--- src/rtl/core/timer_task_descriptor_table_assert.svh ---
// Assertion macros for the timer task descriptor table.
`ifndef TIMER_TASK_DESCRIPTOR_TABLE_ASSERT_SVH
`define TIMER_TASK_DESCRIPTOR_TABLE_ASSERT_SVH
// Check that an implication holds on every clock edge out of reset.
`define TTDT_ASSERT_IMP(label, clk, rst_n, ante, cons) \
  label: assert property (@(posedge clk) disable iff (!rst_n) (ante) |-> (cons)) \
    else $error("timer task table check failed");
// Check that the consequent holds in the cycle after the antecedent.
`define TTDT_ASSERT_NEXT(label, clk, rst_n, ante, cons) \
  label: assert property (@(posedge clk) disable iff (!rst_n) (ante) |=> (cons)) \
    else $error("timer task table sequencing check failed");
`endif

--- src/rtl/core/ttdt_pkg.sv ---
// Package with shared types, codes and constants of the timer task table.
package ttdt_pkg;
  localparam int unsigned TableEntriesDef = 64;

  typedef enum logic [1:0] {
    OpInsert = 2'd0,
    OpRemove = 2'd1,
    OpPrime  = 2'd2,
    OpClear  = 2'd3
  } op_e;

  typedef enum logic [1:0] {
    StOk       = 2'd0,
    StReinsert = 2'd1,
    StFull     = 2'd2,
    StMissing  = 2'd3
  } status_e;

  typedef struct packed {
    logic [1:0]  operation;
    logic [31:0] task_addr;
    logic [15:0] trap_word;
    logic signed [31:0] delay_code;
    logic        wakeup_marked;
    logic [63:0] now_us;
  } req_t;

  typedef struct packed {
    logic [1:0]  status;
    logic        write_count;
    logic signed [31:0] count_value;
    logic        set_wakeup_mark;
    logic [5:0]  slot;
  } rsp_t;

  localparam logic [31:0] CountMax = 32'h7fff_ffff;
  localparam int unsigned TrapExtBit = 10;
endpackage

--- src/rtl/core/ttdt_remain.sv ---
// Remaining-time encoder: microseconds to millisecond count by reciprocal multiplication.
module ttdt_remain (
  input  logic        clk_i,
  input  logic        rst_ni,
  input  logic        start_i,
  input  logic [63:0] t_i,
  output logic        done_o,
  output logic [31:0] code_o
);
  import ttdt_pkg::*;

  // ceil(2^45 / 125), split at bit 32; exact for dividends below 2^38
  localparam logic [31:0] RecipLo = 32'h8937_4bc7;
  localparam logic [6:0]  RecipHi = 7'h41;

  logic        stage1_q, stage2_q;
  logic        sat1_q, sat2_q;
  logic [37:0] y_q;
  logic [63:0] p_ll_q;
  logic [39:0] p_cross_q;
  logic [12:0] p_hh_q;
  logic [76:0] prod;
  logic [31:0] quo;

  // Advance the two pipeline stages.
  always_ff @(posedge clk_i or negedge rst_ni) begin
    if (!rst_ni) begin
      stage1_q <= 1'b0;
      stage2_q <= 1'b0;
    end else begin
      stage1_q <= start_i;
      stage2_q <= stage1_q;
    end
  end

  // Divide by 8 up front, flag remainders that saturate, then form partial products.
  always_ff @(posedge clk_i) begin
    if (start_i) begin
      y_q    <= t_i[40:3];
      sat1_q <= (t_i[63:41] != '0);
    end
    if (stage1_q) begin
      p_ll_q    <= 64'(y_q[31:0]) * 64'(RecipLo);
      p_cross_q <= 40'(y_q[31:0]) * 40'(RecipHi) + 40'(y_q[37:32]) * 40'(RecipLo);
      p_hh_q    <= 13'(y_q[37:32]) * 13'(RecipHi);
      sat2_q    <= sat1_q;
    end
  end

  // Sum the partial products and saturate the millisecond quotient.
  assign prod   = 77'(p_ll_q) + (77'(p_cross_q) << 32) + (77'(p_hh_q) << 64);
  assign quo    = prod[76:45];
  assign done_o = stage2_q;
  assign code_o = (sat2_q || quo[31]) ? CountMax : quo;
endmodule

--- config.mk ---
export PLATFORM = sky130hd
export DESIGN_NAME = ttdt_remain
export DESIGN_NICKNAME = d
export VERILOG_FILES = /design/src/rtl/core/timer_task_descriptor_table_assert.svh /design/src/rtl/core/ttdt_pkg.sv /design/src/rtl/core/ttdt_remain.sv
export SDC_FILE = /design/constraint.sdc
export NUM_CORES = 2
export LEC_CHECK = 0
export ABC_AREA = 0
export BUFFER_PORTS_ARGS = -buffer_cell sky130_fd_sc_hd__buf_2
export CAP_MARGIN = 20
export CELL_PAD_IN_SITES_DETAIL_PLACEMENT = 0
export CELL_PAD_IN_SITES_GLOBAL_PLACEMENT = 1
export CORE_MARGIN = 4
export CORE_UTILIZATION = 25
export CTS_CLUSTER_SIZE = 30
export DETAILED_ROUTE_END_ITERATION = 8
export PLACE_DENSITY = 0.47
export SETUP_SLACK_MARGIN = 0.15
export SLEW_MARGIN = 25
export SYNTH_ARGS = -nofsm -noshare
export SYNTH_HDL_FRONTEND = slang
export SYNTH_SLANG_ARGS = --single-unit
--- constraint.sdc ---
create_clock -name clk_i -period 16.32 [get_ports clk_i]
set_input_delay 1.632 -clock clk_i [delete_from_list [all_inputs] [get_ports clk_i]]
set_output_delay 1.632 -clock clk_i [all_outputs]
set_load 0.03 [all_outputs]
# == After elaboration in Yosys (flattened, before gate mapping) ==
# Index checks and enable logic that the tools add are counted.
# classes
add_sub_neg,3
n_mul,4
muxes,1
n_reduce_logical,2
# op_table
operator,count
73-bit by 77-bit adder with 77-bit output,1
64-bit by 72-bit adder with 73-bit output,1
32-bit by 32-bit multiplier with 64-bit output (second input constant),1
39-bit by 38-bit adder with 40-bit output,1
32-bit by 7-bit multiplier with 39-bit output (second input constant),1
6-bit by 32-bit multiplier with 38-bit output (second input constant),1
32-bit 2-to-1 mux,1
23-bit nonzero test,1
6-bit by 7-bit multiplier with 13-bit output (second input constant),1
1-bit logical OR,1
# totals
register_bits,159
wordCells,18

# == Depth between registers and ports, before layout ==
# logic_depth
depth_word,4
depth_mapped,27

# == Worst setup path before layout ==
# Ideal clock, no wire load.
# synth_timing
path_kind,reg-to-reg
startpoint,register y_q[14]
endpoint,register p_ll_q[63] (data pin)
setup_ns,0.264
arrival_ns,6.905
required_time_ns,16.056
path_slack_ns,9.151
stages_incl_launch_ff,24
n_path_buf,0
period_less_slack_ns,7.169
cell_sequence,edfxtp_1 -> ha_1 -> fa_1 -> fa_1 -> inv_1 -> fa_1 -> inv_1 -> fa_1 -> fa_1 -> fa_1 -> inv_1 -> fa_1 -> inv_1 -> ha_1 -> and3_4 -> and2_4 -> a221oi_2 -> o22ai_2 -> o31ai_4 -> a21oi_2 -> o31ai_4 -> nor3_2 -> a2111oi_2 -> xnor2_1
# synth_via
elab_chain_len,1
# synth_lines
element,line,text
start: declaration,ttdt_remain.sv:18,logic [37:0] y_q;
start signal: assignment,ttdt_remain.sv:39,y_q <= t_i[40:3];
32-bit by 32-bit multiplier with 64-bit output,ttdt_remain.sv:43,p_ll_q <= 64'(y_q[31:0]) * 64'(RecipLo);
end signal: assignment,ttdt_remain.sv:43,
end: declaration,ttdt_remain.sv:19,logic [63:0] p_ll_q;
# No other way between the ends.
# A chain may end at the register's enable or synchronous reset.

# == Worst setup path after layout ==
# layout_timing
startpoint,register y_q[14]
endpoint,register p_ll_q[54] (data pin)
# Same word-level chain as after synthesis.

==> flow_metrics.py <==
metrics = {
    "floorplan": {
        "std_cell_rows": 122,
        "placeableCoreArea_um2": 111000,
        "start_util": 0.252,
        "die_h_um": 342,
        "dieArea_um2": 117000,
        "die_w_um": 342,
        "num_io_pins": 100,
    },
    "logic_synthesis": {
        "synth_top_area_cell": "fa_1",
        "syn-cell-area_um2": 27900,
        "synthCells": 2654,
        "synthTopCellsByCount": "inv_1, ha_1, fa_1",
        "synth_top_area_frac": 0.340,
        "seq_area_frac_synth": 0.129,
        "ys_types": 75,
        "yosys_warnings": 0,
        "synth-edff-count": 118,
        "synth_nets": 3771,
        "ys.flop_type": "edfxtp_1",
        "async_flop_share": 0.0167,
        "ys_ff_latch": 120,
        "syn_avg_cell_area_um2": 10.5,
        "yosysMostFrequentCell": "inv_1",
        "synthTopCellsByArea": "fa_1, ha_1, edfxtp_1, inv_1, a21oi_1",
    },
    "sta": {
        "fin_skew_ps": 13.7,
        "setup_viol": 0,
        "holdWs_ps": 451,
        "fin_tns_setup_ps": 0,
        "slew_headroom": 0.239,
        "period_share": 0.537,
        "rsz0062_at_grt": "no",
        "drv_slew": 0,
        "tightest_slew_ps": 1140,
        "min_period_ps": 8760,
        "fmax_mhz": 114,
        "hold_violations": 0,
    },
    "worst_setup_path": {
        "critical_path.cell_chain": "buf_4, ha_1, fa_1, fa_1, inv_1, fa_1, inv_1, fa_1, fa_1, fa_1, inv_1, fa_1, inv_1, ha_1, nand4_1, nor3_1, o21ai_0, a31oi_1, a21bo_2, a21o_1, nand2_1, a21boi_0, nor2_1, xnor2_1",
        "cp.required_ps": 16500,
        "crit_path_frequent_cell": "fa_1",
        "path_delay_family": "adder cells",
        "cp.arrival_ps": 8940,
        "critical_path.max_stage_delay_ps": 720,
        "cp-start-kind": "flop",
        "crit_fanout": 11,
        "crit_path_end_kind": "flop",
        "worst_path_max_delay_cell": "fa_1",
        "critPathKind": "flop to flop",
        "critPathBufInv": 5,
    },
    "drt": {
        "first_pass_iters": 5,
        "drc_errors": 0,
        "ant_nets": 0,
        "totalWireLength_um": 88600,
        "wl_per_cell_um": 20.7,
        "vias": 18800,
        "drt_iter0_markers": 841,
        "drt-vias-per-instance": 4.38,
    },
    "status": {
        "status": "finished, final reports clean",
    },
    "clock_tree": {
        "cts_hold_buf": 0,
        "clockRootBuffer": "clkbuf_16",
        "clockBufferDepth": 2,
        "cts_tree": "done",
        "clk_pin_slew_worst_paths_ps": 60,
        "post_cts_buffers": 0,
        "h-tree-depth": 4,
        "cts_num_sinks": 120,
        "ctsResizeCount": 0,
        "clkLatencyLatePin_ps": 450,
        "cts_buffers": 17,
    },
    "grt": {
        "grt_start_max_net_pins": 65,
        "grt_pass1_vias": 20900,
        "grt_use_total": 0.156,
        "antenna_found_initial": 0,
        "grt_overflow": 0,
        "grt_pass1_wl_um": 135000,
    },
    "placement": {
        "dp.cells": 4251,
        "port_buffers": 95,
        "gp_congestion": 0.858,
        "hpwl_um": 75600,
    },
    "layout": {
        "final_net_count": 3899,
        "area_delta_synth_final_pct": 11.1,
        "drive_gt1_frac": 0.0694,
        "finish.utilization": 0.280,
        "final_cells": 4283,
        "antennaDiodeCount": 0,
    },
    "worst_hold_path": {
        "worstHoldPathType": "flop to flop",
    },
    "flow_run": {
        "maxCapViolCount": 0,
    },
}
## path summary, 6_finish.rpt
check	startpoint	end	slack, ps	cells after the start
worst max-delay path	y_q[14]$_DFFE_PP_	p_ll_q[54]$_DFFE_PP_	7560	24
worst min-delay path	sat1_q$_DFFE_PP_	sat2_q$_DFFE_PP_	450	0
worst max register to register	y_q[14]$_DFFE_PP_	p_ll_q[54]$_DFFE_PP_	7560	24
worst min register to register	sat1_q$_DFFE_PP_	sat2_q$_DFFE_PP_	450	0
max in group asynchronous	rst_ni	stage1_q$_DFF_PN0_	15250	1
min in group asynchronous	rst_ni	stage1_q$_DFF_PN0_	960	1
## cell families after synthesis
logic type	share of synthesized area
compound gates	0.0941
fa+ha+maj	0.598
buf+inv	0.0932
mux	0.000359
other cells	0.000134
flops	0.129
simple gates	0.0504
xor+xnor	0.0351
## worst reg2reg max path, stage by stage, from the launching register on
cell	delay (ps)
edfxtp_1	330
buf_4	340
ha_1	680
fa_1	550
fa_1	510
inv_1	50
fa_1	540
inv_1	60
fa_1	520
fa_1	440
fa_1	550
inv_1	60
fa_1	720
inv_1	90
ha_1	390
nand4_1	140
nor3_1	320
o21ai_0	310
a31oi_1	270
a21bo_2	310
a21o_1	370
nand2_1	140
a21boi_0	280
nor2_1	120
xnor2_1	420
## through the flow
step	worst slack (ps)	instance area [µm²]
6_report	7560	31000
5_1_grt	7190	31000
4_1_cts	7460	31000
3_5_place_dp	7480	30400
3_3_place_gp	7450	30400
2_1_floorplan	9150	27900
## sequential cells by signal, summed over array words and instances (netlist names)
name,cells
p_hh_q,6
p_ll_q,32
p_cross_q,40
sat2_q,1
y_q,38
stage1_q,1
done_o,1
sat1_q,1
## final cells by class
class                      instances  area (µm²)
clock buffer                      17         425
clock inverter                    15         151
fill                           11700       79800
inverter                         670        2510
multi-input combinational       1847       21700
sequential                       120        3600
tap                             1488        1860
timing repair buffer             126         728
## layer usage
metal  track usage  wire length [µm]
met1         0.219             42500
met2         0.258             41600
met3        0.0204              3230
met4        0.0291              1220
met5             0                 0
## layout by cell type, fill, tap and decap left out, types with 6 or more instances in the layout
cell type    n
a211oi_1    14
a21o_1      65
a21oi_1    137
a31oi_1     11
a41oi_1      8
and2_1      12
and3_1       9
buf_2       95
buf_4       30
clkbuf_16   17
edfxtp_1   118
fa_1       474
ha_1       576
inv_1      670
nand2_1     96
nand2b_1     8
nand3_1     16
nand4_1     31
nor2_1      49
nor2b_1     12
nor3_1      19
nor4_1       7
o211ai_1     6
o21a_1      14
o21ai_0     66
o21bai_1    18
or2_2        7
xnor2_1     54
xor2_1      58
Power is not shown: default switching activity piles up to over one toggle a cycle in this logic, so the estimate is an artifact.
